## src/rtl/umps_pkg.sv

```systemverilog
`default_nettype none

package umps_pkg;

    localparam int SYSEX_BYTES = 128;
    localparam int ROWS        = (SYSEX_BYTES + 2) / 3;
    localparam int ROW_W       = (ROWS > 1) ? $clog2(ROWS) : 1;
    localparam int ROWC_W      = $clog2(ROWS + 1);
    localparam int FILL_W      = $clog2(SYSEX_BYTES + 1);

    localparam int ADDR_W      = 3;
    localparam int REG_IDX_W   = ADDR_W - 2;
    localparam int DATA_W      = 32;

    localparam logic [REG_IDX_W-1:0] REG_DROP_AS = '0;

    localparam logic [3:0] CIN_TWO_BYTE   = 4'h2;
    localparam logic [3:0] CIN_SYSEX      = 4'h4;
    localparam logic [3:0] CIN_ONE_BYTE   = 4'h5;
    localparam logic [3:0] CIN_END_TWO    = 4'h6;
    localparam logic [3:0] CIN_END_THREE  = 4'h7;
    localparam logic [3:0] CIN_PROG_CHG   = 4'hC;
    localparam logic [3:0] CIN_CHAN_PRESS = 4'hD;

    localparam logic [7:0] SYSEX_START  = 8'hF0;
    localparam logic [7:0] SYSEX_END    = 8'hF7;
    localparam logic [7:0] ACTIVE_SENSE = 8'hFE;

    localparam logic STATUS_DATA = 1'b0;
    localparam logic STATUS_OVF  = 1'b1;

    typedef enum logic [1:0] {
        ST_IDLE,
        ST_READ,
        ST_EMIT,
        ST_TAIL
    } t_state;

    typedef struct packed {
        logic drop_active_sensing;
    } t_cfg;

endpackage

`default_nettype wire

```

## src/rtl/usb_midi_packet_to_stream_core.sv

```systemverilog
`default_nettype none

// USB-MIDI event packet decoder. Channel and system common packets produce one
// result in the cycle after acceptance. SysEx packets are stored three bytes per
// row in a single-port-read memory; the closing packet is held in a tail
// register and the message is then replayed as 3-byte chunks, one per stored
// row (memory read, then output load once the output register is free), then
// the tail chunk. A SysEx that ran past SYSEX_BYTES gives a single overflow
// result instead. A new packet is taken only between messages, when the output
// register is empty or being read.
module usb_midi_packet_to_stream_core (
    input  wire logic                        i_clk,
    input  wire logic                        i_rst_n,
    input  wire logic                        i_in_valid,
    output logic                             o_in_ready,
    input  wire logic [3:0]                  i_code_index,
    input  wire logic [7:0]                  i_first_byte,
    input  wire logic [7:0]                  i_second_byte,
    input  wire logic [7:0]                  i_third_byte,
    output logic                             o_out_valid,
    input  wire logic                        i_out_ready,
    output logic      [7:0]                  o_out_first,
    output logic      [7:0]                  o_out_second,
    output logic      [7:0]                  o_out_third,
    output logic      [1:0]                  o_byte_count,
    output logic                             o_last_chunk,
    output logic                             o_status,
    input  wire logic                        psel,
    input  wire logic                        penable,
    input  wire logic                        pwrite,
    input  wire logic [umps_pkg::ADDR_W-1:0] paddr,
    input  wire logic [umps_pkg::DATA_W-1:0] pwdata,
    output logic      [umps_pkg::DATA_W-1:0] prdata,
    output logic                             pready
);
    import umps_pkg::*;

    t_cfg cfg;

    umps_apb_regs u_regs (
        .i_clk   (i_clk),
        .i_rst_n (i_rst_n),
        .psel    (psel),
        .penable (penable),
        .pwrite  (pwrite),
        .paddr   (paddr),
        .pwdata  (pwdata),
        .prdata  (prdata),
        .pready  (pready),
        .o_cfg   (cfg)
    );

    // control
    t_state              r_state,      n_state;
    logic                r_collecting, n_collecting;
    logic                r_overflowed, n_overflowed;
    logic [FILL_W-1:0]   r_fill,       n_fill;
    logic [ROWC_W-1:0]   r_row,        n_row;
    logic [ROWC_W-1:0]   r_rd_row,     n_rd_row;
    logic                r_out_valid,  n_out_valid;

    // payload
    logic [23:0]         r_mem [ROWS];
    logic [23:0]         r_rdata;
    logic [23:0]         r_tail,       n_tail;
    logic [1:0]          r_tail_len,   n_tail_len;
    logic [7:0]          r_out_first,  n_out_first;
    logic [7:0]          r_out_second, n_out_second;
    logic [7:0]          r_out_third,  n_out_third;
    logic [1:0]          r_out_count,  n_out_count;
    logic                r_out_last,   n_out_last;
    logic                r_out_status, n_out_status;

    logic                slot_free;
    logic                in_acc;
    logic                cin_is_sx, is_start, is_end;
    logic [1:0]          end_len, msg_len;
    logic [FILL_W-1:0]   fill_base;
    logic [ROWC_W-1:0]   row_base;
    logic [FILL_W:0]     fill_add3, fill_addend;
    logic [23:0]         pkt_bytes, end_bytes, msg_bytes;
    logic                load_out, tail_ld, mem_we, mem_re;
    logic [ROW_W-1:0]    mem_waddr;

    assign slot_free  = !r_out_valid || i_out_ready;
    assign o_in_ready = (r_state == ST_IDLE) && slot_free;
    assign in_acc     = i_in_valid && o_in_ready;

    assign pkt_bytes = {i_third_byte, i_second_byte, i_first_byte};
    assign cin_is_sx = (i_code_index == CIN_SYSEX);
    assign is_start  = cin_is_sx && (i_first_byte == SYSEX_START);
    assign is_end    = (i_code_index == CIN_END_TWO) || (i_code_index == CIN_END_THREE)
                    || ((i_code_index == CIN_ONE_BYTE) && (i_first_byte == SYSEX_END));

    always_comb begin
        case (i_code_index)
            CIN_END_THREE: end_len = 2'd3;
            CIN_END_TWO:   end_len = 2'd2;
            default:       end_len = 2'd1;
        endcase
        case (i_code_index)
            CIN_TWO_BYTE, CIN_PROG_CHG, CIN_CHAN_PRESS: msg_len = 2'd2;
            CIN_ONE_BYTE:                               msg_len = 2'd1;
            default:                                    msg_len = 2'd3;
        endcase
    end

    always_comb begin
        end_bytes = pkt_bytes;
        if (end_len < 2'd3) end_bytes[23:16] = '0;
        if (end_len < 2'd2) end_bytes[15:8]  = '0;
        msg_bytes = pkt_bytes;
        if (msg_len < 2'd3) msg_bytes[23:16] = '0;
        if (msg_len < 2'd2) msg_bytes[15:8]  = '0;
    end

    assign fill_base   = is_start ? '0 : r_fill;
    assign row_base    = is_start ? '0 : r_row;
    assign fill_add3   = {1'b0, fill_base} + (FILL_W+1)'(3);
    assign fill_addend = {1'b0, r_fill} + (FILL_W+1)'(end_len);
    assign mem_waddr   = row_base[ROW_W-1:0];

    always_comb begin
        n_state      = r_state;
        n_collecting = r_collecting;
        n_overflowed = r_overflowed;
        n_fill       = r_fill;
        n_row        = r_row;
        n_rd_row     = r_rd_row;
        n_tail       = r_tail;
        n_tail_len   = r_tail_len;
        n_out_first  = r_out_first;
        n_out_second = r_out_second;
        n_out_third  = r_out_third;
        n_out_count  = r_out_count;
        n_out_last   = r_out_last;
        n_out_status = r_out_status;
        load_out     = 1'b0;
        tail_ld      = 1'b0;
        mem_we       = 1'b0;
        mem_re       = 1'b0;

        case (r_state)
            ST_IDLE: begin
                if (in_acc) begin
                    if (cin_is_sx) begin
                        if (is_start || r_collecting) begin
                            n_collecting = 1'b1;
                            if (is_start) begin
                                n_overflowed = 1'b0;
                            end
                            if (fill_add3 <= (FILL_W+1)'(SYSEX_BYTES)) begin
                                mem_we = 1'b1;
                                n_row  = ROWC_W'(row_base + 1'b1);
                                n_fill = fill_add3[FILL_W-1:0];
                            end else begin
                                n_overflowed = 1'b1;
                            end
                        end
                    end else if (is_end) begin
                        if (r_collecting) begin
                            n_collecting = 1'b0;
                            n_overflowed = 1'b0;
                            n_fill       = '0;
                            if (r_overflowed || (fill_addend > (FILL_W+1)'(SYSEX_BYTES))) begin
                                load_out     = 1'b1;
                                n_out_first  = '0;
                                n_out_second = '0;
                                n_out_third  = '0;
                                n_out_count  = 2'd0;
                                n_out_last   = 1'b1;
                                n_out_status = STATUS_OVF;
                            end else begin
                                tail_ld    = 1'b1;
                                n_tail     = end_bytes;
                                n_tail_len = end_len;
                                n_rd_row   = '0;
                                n_state    = ST_READ;
                            end
                        end
                    end else if (!((msg_len == 2'd1) && (i_first_byte == ACTIVE_SENSE)
                                   && cfg.drop_active_sensing)) begin
                        load_out     = 1'b1;
                        n_out_first  = msg_bytes[7:0];
                        n_out_second = msg_bytes[15:8];
                        n_out_third  = msg_bytes[23:16];
                        n_out_count  = msg_len;
                        n_out_last   = 1'b1;
                        n_out_status = STATUS_DATA;
                    end
                end
            end
            ST_READ: begin
                mem_re  = 1'b1;
                n_state = ST_EMIT;
            end
            ST_EMIT: begin
                if (slot_free) begin
                    load_out     = 1'b1;
                    n_out_first  = r_rdata[7:0];
                    n_out_second = r_rdata[15:8];
                    n_out_third  = r_rdata[23:16];
                    n_out_count  = 2'd3;
                    n_out_last   = 1'b0;
                    n_out_status = STATUS_DATA;
                    n_rd_row     = ROWC_W'(r_rd_row + 1'b1);
                    n_state      = (ROWC_W'(r_rd_row + 1'b1) == r_row) ? ST_TAIL : ST_READ;
                end
            end
            ST_TAIL: begin
                if (slot_free) begin
                    load_out     = 1'b1;
                    n_out_first  = r_tail[7:0];
                    n_out_second = r_tail[15:8];
                    n_out_third  = r_tail[23:16];
                    n_out_count  = r_tail_len;
                    n_out_last   = 1'b1;
                    n_out_status = STATUS_DATA;
                    n_state      = ST_IDLE;
                end
            end
            default: begin
                n_state = ST_IDLE;
            end
        endcase

        n_out_valid = (r_out_valid && !i_out_ready) || load_out;
    end

    always_ff @(posedge i_clk) begin
        if (!i_rst_n) begin
            r_state      <= ST_IDLE;
            r_collecting <= 1'b0;
            r_overflowed <= 1'b0;
            r_fill       <= '0;
            r_row        <= '0;
            r_rd_row     <= '0;
            r_out_valid  <= 1'b0;
        end else begin
            r_state      <= n_state;
            r_collecting <= n_collecting;
            r_overflowed <= n_overflowed;
            r_fill       <= n_fill;
            r_row        <= n_row;
            r_rd_row     <= n_rd_row;
            r_out_valid  <= n_out_valid;
        end
    end

    always_ff @(posedge i_clk) begin
        if (mem_we) begin
            r_mem[mem_waddr] <= pkt_bytes;
        end
        if (mem_re) begin
            r_rdata <= r_mem[r_rd_row[ROW_W-1:0]];
        end
    end

    always_ff @(posedge i_clk) begin
        if (tail_ld) begin
            r_tail     <= n_tail;
            r_tail_len <= n_tail_len;
        end
        if (load_out) begin
            r_out_first  <= n_out_first;
            r_out_second <= n_out_second;
            r_out_third  <= n_out_third;
            r_out_count  <= n_out_count;
            r_out_last   <= n_out_last;
            r_out_status <= n_out_status;
        end
    end

    assign o_out_valid  = r_out_valid;
    assign o_out_first  = r_out_first;
    assign o_out_second = r_out_second;
    assign o_out_third  = r_out_third;
    assign o_byte_count = r_out_count;
    assign o_last_chunk = r_out_last;
    assign o_status     = r_out_status;

    a_drain_in_range: assert property (@(posedge i_clk) disable iff (!i_rst_n)
        (r_state == ST_READ || r_state == ST_EMIT) |-> (r_rd_row < r_row))
        else $error("replay row past stored rows");

    a_fill_tracks_rows: assert property (@(posedge i_clk) disable iff (!i_rst_n)
        (r_collecting && !r_overflowed) |->
            ((FILL_W+ROWC_W+2)'(r_fill) ==
             (FILL_W+ROWC_W+2)'(r_row) * (FILL_W+ROWC_W+2)'(3)))
        else $error("fill count out of step with row count");

    a_ovf_shape: assert property (@(posedge i_clk) disable iff (!i_rst_n)
        (r_out_valid && r_out_status == STATUS_OVF) |->
            (r_out_count == 2'd0 && r_out_last))
        else $error("malformed overflow report");

    a_no_accept_busy: assert property (@(posedge i_clk) disable iff (!i_rst_n)
        (r_state != ST_IDLE) |-> !o_in_ready)
        else $error("packet taken during replay");

endmodule

`default_nettype wire

```

## src/rtl/umps_apb_regs.sv

```systemverilog
`default_nettype none

module umps_apb_regs (
    input  wire logic                        i_clk,
    input  wire logic                        i_rst_n,
    input  wire logic                        psel,
    input  wire logic                        penable,
    input  wire logic                        pwrite,
    input  wire logic [umps_pkg::ADDR_W-1:0] paddr,
    input  wire logic [umps_pkg::DATA_W-1:0] pwdata,
    output logic      [umps_pkg::DATA_W-1:0] prdata,
    output logic                             pready,
    output umps_pkg::t_cfg                   o_cfg
);
    import umps_pkg::*;

    logic r_drop_as;
    logic n_drop_as;
    logic hit;

    assign hit    = (paddr[ADDR_W-1:2] == REG_DROP_AS);
    assign pready = 1'b1;

    always_comb begin
        n_drop_as = r_drop_as;
        if (psel && penable && pwrite && hit) begin
            n_drop_as = pwdata[0];
        end
    end

    always_ff @(posedge i_clk) begin
        if (!i_rst_n) begin
            r_drop_as <= 1'b0;
        end else begin
            r_drop_as <= n_drop_as;
        end
    end

    assign prdata                    = hit ? {{(DATA_W-1){1'b0}}, r_drop_as} : '0;
    assign o_cfg.drop_active_sensing = r_drop_as;

endmodule

`default_nettype wire

```

## config.mk

```make
export PLATFORM = sky130hd
export DESIGN_NAME = usb_midi_packet_to_stream_core
export DESIGN_NICKNAME = d
export VERILOG_FILES = /design/src/rtl/umps_pkg.sv /design/src/rtl/usb_midi_packet_to_stream_core.sv /design/src/rtl/umps_apb_regs.sv
export SDC_FILE = /design/constraint.sdc
export NUM_CORES = 1
export LEC_CHECK = 0
export BUFFER_PORTS_ARGS = -buffer_cell sky130_fd_sc_hd__buf_4
export CORE_MARGIN = 2
export CORE_UTILIZATION = 40
export CTS_BUF_LIST = sky130_fd_sc_hd__clkbuf_4 sky130_fd_sc_hd__clkbuf_8
export CTS_CLUSTER_DIAMETER = 200
export DETAILED_ROUTE_END_ITERATION = 12
export PLACE_DENSITY_LB_ADDON = 0.25
export SLEW_MARGIN = 10
export SYNTH_ARGS = -nofsm -noshare
export SYNTH_HDL_FRONTEND = slang
export SYNTH_SLANG_ARGS = --single-unit
export TNS_END_PERCENT = 5
```

## constraint.sdc

```tcl
create_clock -name i_clk -period 7.66 [get_ports i_clk]
set_input_delay 1.149 -clock i_clk [delete_from_list [all_inputs] [get_ports i_clk]]
set_output_delay 1.149 -clock i_clk [all_outputs]
set_load 0.03 [all_outputs]
```

Word-level counts from Yosys, hierarchy flattened
Memory sizes are Yosys's and may differ from the RTL's. A register that Yosys moved wholly into a read port is not among the register bits.
Cells that the tools add are included.
{"block": "word_totals", "regBits": 80, "latchBits": 0, "ramBits": 1032, "mem_bits_ro": 0, "out_inout_bits": 63, "wordCells": 201, "memories": 1}
{"block": "op_classes", "n_addsub": 4, "n_mul": 0, "div_mod_pow": 0, "magnitude_cmp": 6, "n_eq_ne": 29, "shift": 0, "muxes": 105, "n_bitwise": 3, "reduce_logical": 35}
{"name": "r_mem", "depth": 43, "width": 24, "read_ports": 1, "rd_ports_with_merged_regs": 1, "wr": 1, "line_no": "usb_midi_packet_to_stream_core.sv:63", "rtl": "logic [23:0] r_mem [ROWS];"}
{"operator": "$mux 8", "count": 28}
{"operator": "$pmux 8 s3", "count": 3}
{"operator": "$mux 1", "count": 43}
{"operator": "$mux 6", "count": 7}
{"operator": "$mux 2", "count": 16}
{"operator": "$eq 8x8->1 const B", "count": 3}
{"operator": "$reduce_and 7->1", "count": 3}
{"operator": "$eq 4x3->1 const B", "count": 4}
{"operator": "$ne 2x2->1 const B", "count": 7}
{"operator": "$add 6x1->6 const B", "count": 2}
{"operator": "$pmux 6 s2", "count": 1}
{"operator": "$reduce_and 6->1", "count": 2}
{"operator": "$logic_and 1x1->1", "count": 10}
{"operator": "$add 8x2->9", "count": 1}
{"operator": "$add 8x2->9 const B", "count": 1}
{"operator": "$gt 9x8->1 const B", "count": 1}
{"operator": "$le 9x8->1 const B", "count": 1}
{"operator": "$ne 3x3->1 const B", "count": 3}
{"operator": "$reduce_and 9->1", "count": 1}
{"operator": "$eq 4x4->1 const B", "count": 2}
{"operator": "$lt 2x2->1 const B", "count": 4}
{"operator": "$pmux 2 s2", "count": 2}
{"operator": "$pmux 2 s4", "count": 1}
{"operator": "$reduce_and 8->1", "count": 1}
{"operator": "19 further kinds", "count": 35}

Depth between registers and ports, before layout
{"block": "depth", "depth_word": 12, "mapped_depth": 14}

By module
A second synthesis with hierarchy kept.
{"block": "hier_totals", "cells_unflattened": 2118, "hier_area_um2": 44767.9}
{"mod": "usb_midi_packet_to_stream_core", "n_inst": 1, "cells_per_inst": 2078, "area_per_inst_um2": 44452.6, "seq_area_each_um2": 33832.4}
{"mod": "umps_apb_regs", "n_inst": 1, "cells_per_inst": 40, "area_per_inst_um2": 315.3, "seq_area_each_um2": 20.0}

Worst setup path before layout
OpenSTA, ideal clock, no wires.
{"block": "synth_path", "path_kind": "input to register", "from": "input i_code_index[1]", "to": "memory r_mem[0][0], enable pin", "setup_time_ns": 0.435, "t_arrival_ns": 4.744, "setup_slack_ns": 2.480, "path_stages": 12, "n_path_buf": 2, "cell_sequence": "nor4b_4 nand3_2 nand2_1 ha_1 clkbuf_1 nand3b_1 xor2_1 o2111ai_1 o2bb2ai_4 o21ai_2 buf_6 nor3_1"}
{"block": "synth_between", "elab_chain_len": 12, "elab_cells_between_ends": 14}
{"element": "start, declared", "line_no": "usb_midi_packet_to_stream_core.sv:16", "rtl": "input wire logic [3:0] i_code_index,"}
{"element": "$eq 4x3->1 *", "line_no": "usb_midi_packet_to_stream_core.sv:90", "rtl": "assign cin_is_sx = (i_code_index == CIN_SYSEX);"}
{"element": "$logic_and 1x1->1", "line_no": "usb_midi_packet_to_stream_core.sv:91", "rtl": "assign is_start = cin_is_sx && (i_first_byte == SYSEX_START);"}
{"element": "$mux 8", "line_no": "usb_midi_packet_to_stream_core.sv:117", "rtl": "assign fill_base = is_start ? '0 : r_fill;"}
{"element": "$add 8x2->9", "line_no": "usb_midi_packet_to_stream_core.sv:119", "rtl": "assign fill_add3 = {1'b0, fill_base} + (FILL_W+1)'(3);"}
{"element": "$le 9x8->1", "line_no": "usb_midi_packet_to_stream_core.sv:152", "rtl": "if (fill_add3 <= (FILL_W+1)'(SYSEX_BYTES)) begin"}
{"element": "$mux 1", "line_no": "usb_midi_packet_to_stream_core.sv:152"}
{"element": "$mux 1", "line_no": "usb_midi_packet_to_stream_core.sv:147", "rtl": "if (is_start || r_collecting) begin"}
{"element": "$mux 1", "line_no": "usb_midi_packet_to_stream_core.sv:146", "rtl": "if (cin_is_sx) begin"}
{"element": "$mux 1", "line_no": "usb_midi_packet_to_stream_core.sv:145", "rtl": "if (in_acc) begin"}
{"element": "$mux 1", "line_no": "usb_midi_packet_to_stream_core.sv:143", "rtl": "case (r_state)"}
{"element": "$mux 1", "line_no": "usb_midi_packet_to_stream_core.sv:251", "rtl": "if (mem_we) begin"}
{"element": "$mux 1 (not written as such)", "line_no": "usb_midi_packet_to_stream_core.sv:252", "rtl": "r_mem[mem_waddr] <= pkt_bytes;"}
{"element": "end, declared", "line_no": "usb_midi_packet_to_stream_core.sv:63"}
Mark *: on every way between the ends. The rest lies on a longest branch, timed or not.

Worst setup path after layout
{"block": "layout_path", "from": "input i_first_byte[4]", "to": "memory r_mem[31][6], enable pin"}
{"block": "layout_between", "elab_chain_len": 12, "elab_cells_between_ends": 14}
{"element": "start, declared", "line_no": "usb_midi_packet_to_stream_core.sv:17", "rtl": "input wire logic [7:0] i_first_byte,"}
{"element": "$eq 8x8->1 *", "line_no": "usb_midi_packet_to_stream_core.sv:91"}
{"element": "$logic_and 1x1->1 *", "line_no": "usb_midi_packet_to_stream_core.sv:91"}
{"element": "$mux 8", "line_no": "usb_midi_packet_to_stream_core.sv:117"}
{"element": "$add 8x2->9", "line_no": "usb_midi_packet_to_stream_core.sv:119"}
{"element": "$le 9x8->1", "line_no": "usb_midi_packet_to_stream_core.sv:152"}
{"element": "$mux 1", "line_no": "usb_midi_packet_to_stream_core.sv:152"}
{"element": "$mux 1", "line_no": "usb_midi_packet_to_stream_core.sv:147"}
{"element": "$mux 1", "line_no": "usb_midi_packet_to_stream_core.sv:146"}
{"element": "$mux 1", "line_no": "usb_midi_packet_to_stream_core.sv:145"}
{"element": "$mux 1", "line_no": "usb_midi_packet_to_stream_core.sv:143"}
{"element": "$mux 1", "line_no": "usb_midi_packet_to_stream_core.sv:251"}
{"element": "$mux 1 (not written as such)", "line_no": "usb_midi_packet_to_stream_core.sv:252"}
Marks and branches as above.

==> metrics.yaml <==
ys_seq_area_frac: 0.754
r2r_slack_ps: 3170
ios: 133
final_area_mm2: 0.0505
worstMarginPinSlew_ps: 1170
grt_pass1_wl_mm: 158
cts_tree: "yes"
dp_hpwl_mm: 60.6
r2r_end: "r_mem[31][6]"
design.core.area_mm2: 0.111
asyncSetResetFlopFracSynth: 0
drt_first_pass_iters: 7
die_y_um: 339
cp-endpoint: "r_mem[31][6]"
layout-drive-gt1-share: 0.316
synth_area_mm2: 0.0449
vias: 21800
critPathMaxFanout: 46
finalHoldViolations: 0
synth.distinct_cells: 70
outcome: "finished, final reports clean"
antenna_found_initial: 4
first_iter_violations: 2328
finalSetupTns_ps: 0
grt_pass1_vias: 22600
required_ps: 8090
startpoint_type: "input port"
place_ws_ps: 1130
start_util: 0.405
holdWs_ps: 561
r2r_cells: 9
htreeDepth: 4
fmax_ghz: 0.177
power_density_mw_per_mm2: 234
clock_skew_ps: 24.2
rsz0062_at_grt: "no"
final_cells: 3916
drt-vias-per-instance: 5.58
leakagePower_nw: 15.1
antenna_left: 0
clkTransAtPathRegs_ps: 60
chipWidth_um: 339
wl_per_cell_um: 27.9
synth_edf_count: 1110
clock_sinks: 1136
synthTopCellsByArea: "edfxtp_1 74%, mux4_2 14%, dfxtp_1 1.2%"
num-nets-final: 2369
setup_ws_ps: 2000
finalWirelength_mm: 109
cts_made_buffers: 174
dieArea_mm2: 0.115
yosys.area.top_type: "edfxtp_1"
areaGrowthSynthToFinish_pct: 12.4
synth_top_flop_cell: "edfxtp_1"
relSlewSlack: 0.219
ys_ff_latch: 1136
overflow: 0
port_buffers: 67
worst-setup-path-type: "input port to register"
postCtsHoldBufs: 0
rows: 122
synth_top_area_share: 0.742
clockRootBuffer: "clkbuf_8"
vdd_drop_max_uv: 115
yosys_warnings: 0
clock_latency_ps: 820
synth_cells: 2131
min_period_ps: 5660
drv_slew: 0
gp_congestion: 0.843
drcViolationCount: 0
worst_ep_arrival_time_ps: 6090
clockBufferDepth: 3
cts_resized: 0
grt_start_max_net_pins: 135
placed_area_mm2: 0.0472
hold_path.class: "register to register"
regToRegStartpoint: "r_fill[1]"
max_cap_viol_count: 0
dp_cells: 3601
syn_avg_cell_area_um2: 21.1
post_cts_buffers: 0
min_period_over_period: 0.739
cp-startpoint: "i_first_byte[4]"
cp-end-kind: "register"
grt_usage: 0.190
setup_viol_count_final: 0
[cell usage in the layout (no fill, tap or decap), types with 7 or more instances in the layout]
cell	n
nand2_1	67
nor2b_1	9
xnor2_1	8
nor2_4	26
mux2_2	44
a21oi_1	15
o21ai_0	28
a22o_1	17
buf_4	106
clkinvlp_4	8
ha_1	9
nor2_1	22
nor2_2	19
clkbuf_8	176
nand3_1	20
mux2i_1	49
edfxtp_1	1110
clkbuf_4	60
conb_1	32
mux4_2	288
inv_1	9
o21ai_1	27
nand4_1	7
and3_1	27
clkinv_1	53
dfxtp_1	19
clkinv_2	12
o211ai_1	52
[cell families after synthesis]
logic type	after synthesis	share of synthesized area
mux	385	0.167
xor+xnor	14	0.00273
other cells	2	0.000167
simple gates	247	0.0285
fa+ha+maj	10	0.00295
compound gates	169	0.0258
flops	1136	0.754
buf+inv	168	0.0185
[worst max-delay path, cell delays in order]
cell and delay (ps):
buf_4 440, and4_1 570, nand3_2 300, nand2_1 180, ha_1 340, nand3b_1 190
xor2_1 200, o2111ai_1 200, o2bb2ai_4 350, o21ai_2 240, or4b_1 920, nor2_4 960
[layout make-up]
| class | instances | area [um2] |
|---|---|---|
| Timing Repair Buffer | 111 | 896 |
| Clock inverter | 78 | 368 |
| Fill cell | 9359 | 60500 |
| Tap cell | 1488 | 1860 |
| Clock buffer | 236 | 2870 |
| Sequential cell | 1136 | 33900 |
| Inverter | 9 | 33.8 |
| Multi-Input combinational cell | 857 | 10600 |
| Antenna cell | 1 | 2.50 |
[worst min-delay path by stage]
stage | cells after the start | start | to | slack, ps
2_1_floorplan | 2 | r_fill[7] | r_fill[7] | 490
3_3_place_gp | 2 | r_fill[7] | r_fill[7] | 550
3_5_place_dp | 2 | r_fill[7] | r_fill[7] | 540
4_1_cts | 3 | pwdata[0] | u_regs.o_cfg | 510
5_1_grt | 3 | pwdata[0] | u_regs.o_cfg | 560
6_report | 2 | r_fill[7] | r_fill[7] | 560
[where the power goes]
part / internal (mW) / switching [mW] / total, mW / leakage, nW
sequential: 6.83 / 0.00320 / 6.83 / 10.2
clock: 2.43 / 2.30 / 4.73 / 1.70
combinational: 0.0395 / 0.191 / 0.231 / 3.22
total: 9.30 / 2.49 / 11.8 / 15.1
[cell usage after synthesis (7+ instances only)]
| master | count |
|---|---|
| edfxtp_1 | 1110 |
| mux4_2 | 288 |
| clkbuf_1 | 75 |
| nand2_1 | 67 |
| nor2_1 | 65 |
| o211ai_1 | 52 |
| mux2i_1 | 49 |
| mux2_2 | 44 |
| buf_4 | 39 |
| buf_2 | 37 |
| o21ai_0 | 28 |
| and3_1 | 27 |
| o21ai_1 | 27 |
| dfxtp_1 | 26 |
| nand3_1 | 20 |
| a22o_1 | 17 |
| a21oi_1 | 16 |
| ha_1 | 9 |
| inv_1 | 9 |
| nor2b_1 | 9 |
| xnor2_1 | 8 |
| nand4_1 | 7 |
[routing by layer]
layer | share of wire | routed length [um] | GRT usage | vias up
met5 | 0 | 0 | 0 | -
met2 | 0.48 | 52000 | 0.297 | 879
met1 | 0.43 | 46800 | 0.266 | 11700
li1 | - | - | - | 9161
met3 | 0.076 | 8290 | 0.0436 | 149
met4 | 0.020 | 2220 | 0.0553 | 0
[flip-flops by register name, indices dropped and copies added, names as in the netlist, 6 cells and up]
register and cells:
o_out_third 8, r_rdata 24, r_rd_row 6, r_mem 1032, r_fill 8, o_out_second 8
r_tail 24, r_row 6, o_out_first 8
[per-stage QoR]
step | utilization | total power [mW]
floorplan | - | 7.05
global placement | 0.426 | 7.18
detailed placement | 0.426 | 7.19
CTS | 0.455 | 11.9
global route | 0.455 | 12.2
finish | 0.455 | 11.8
Note: power is estimated with default switching activity, not from simulation.
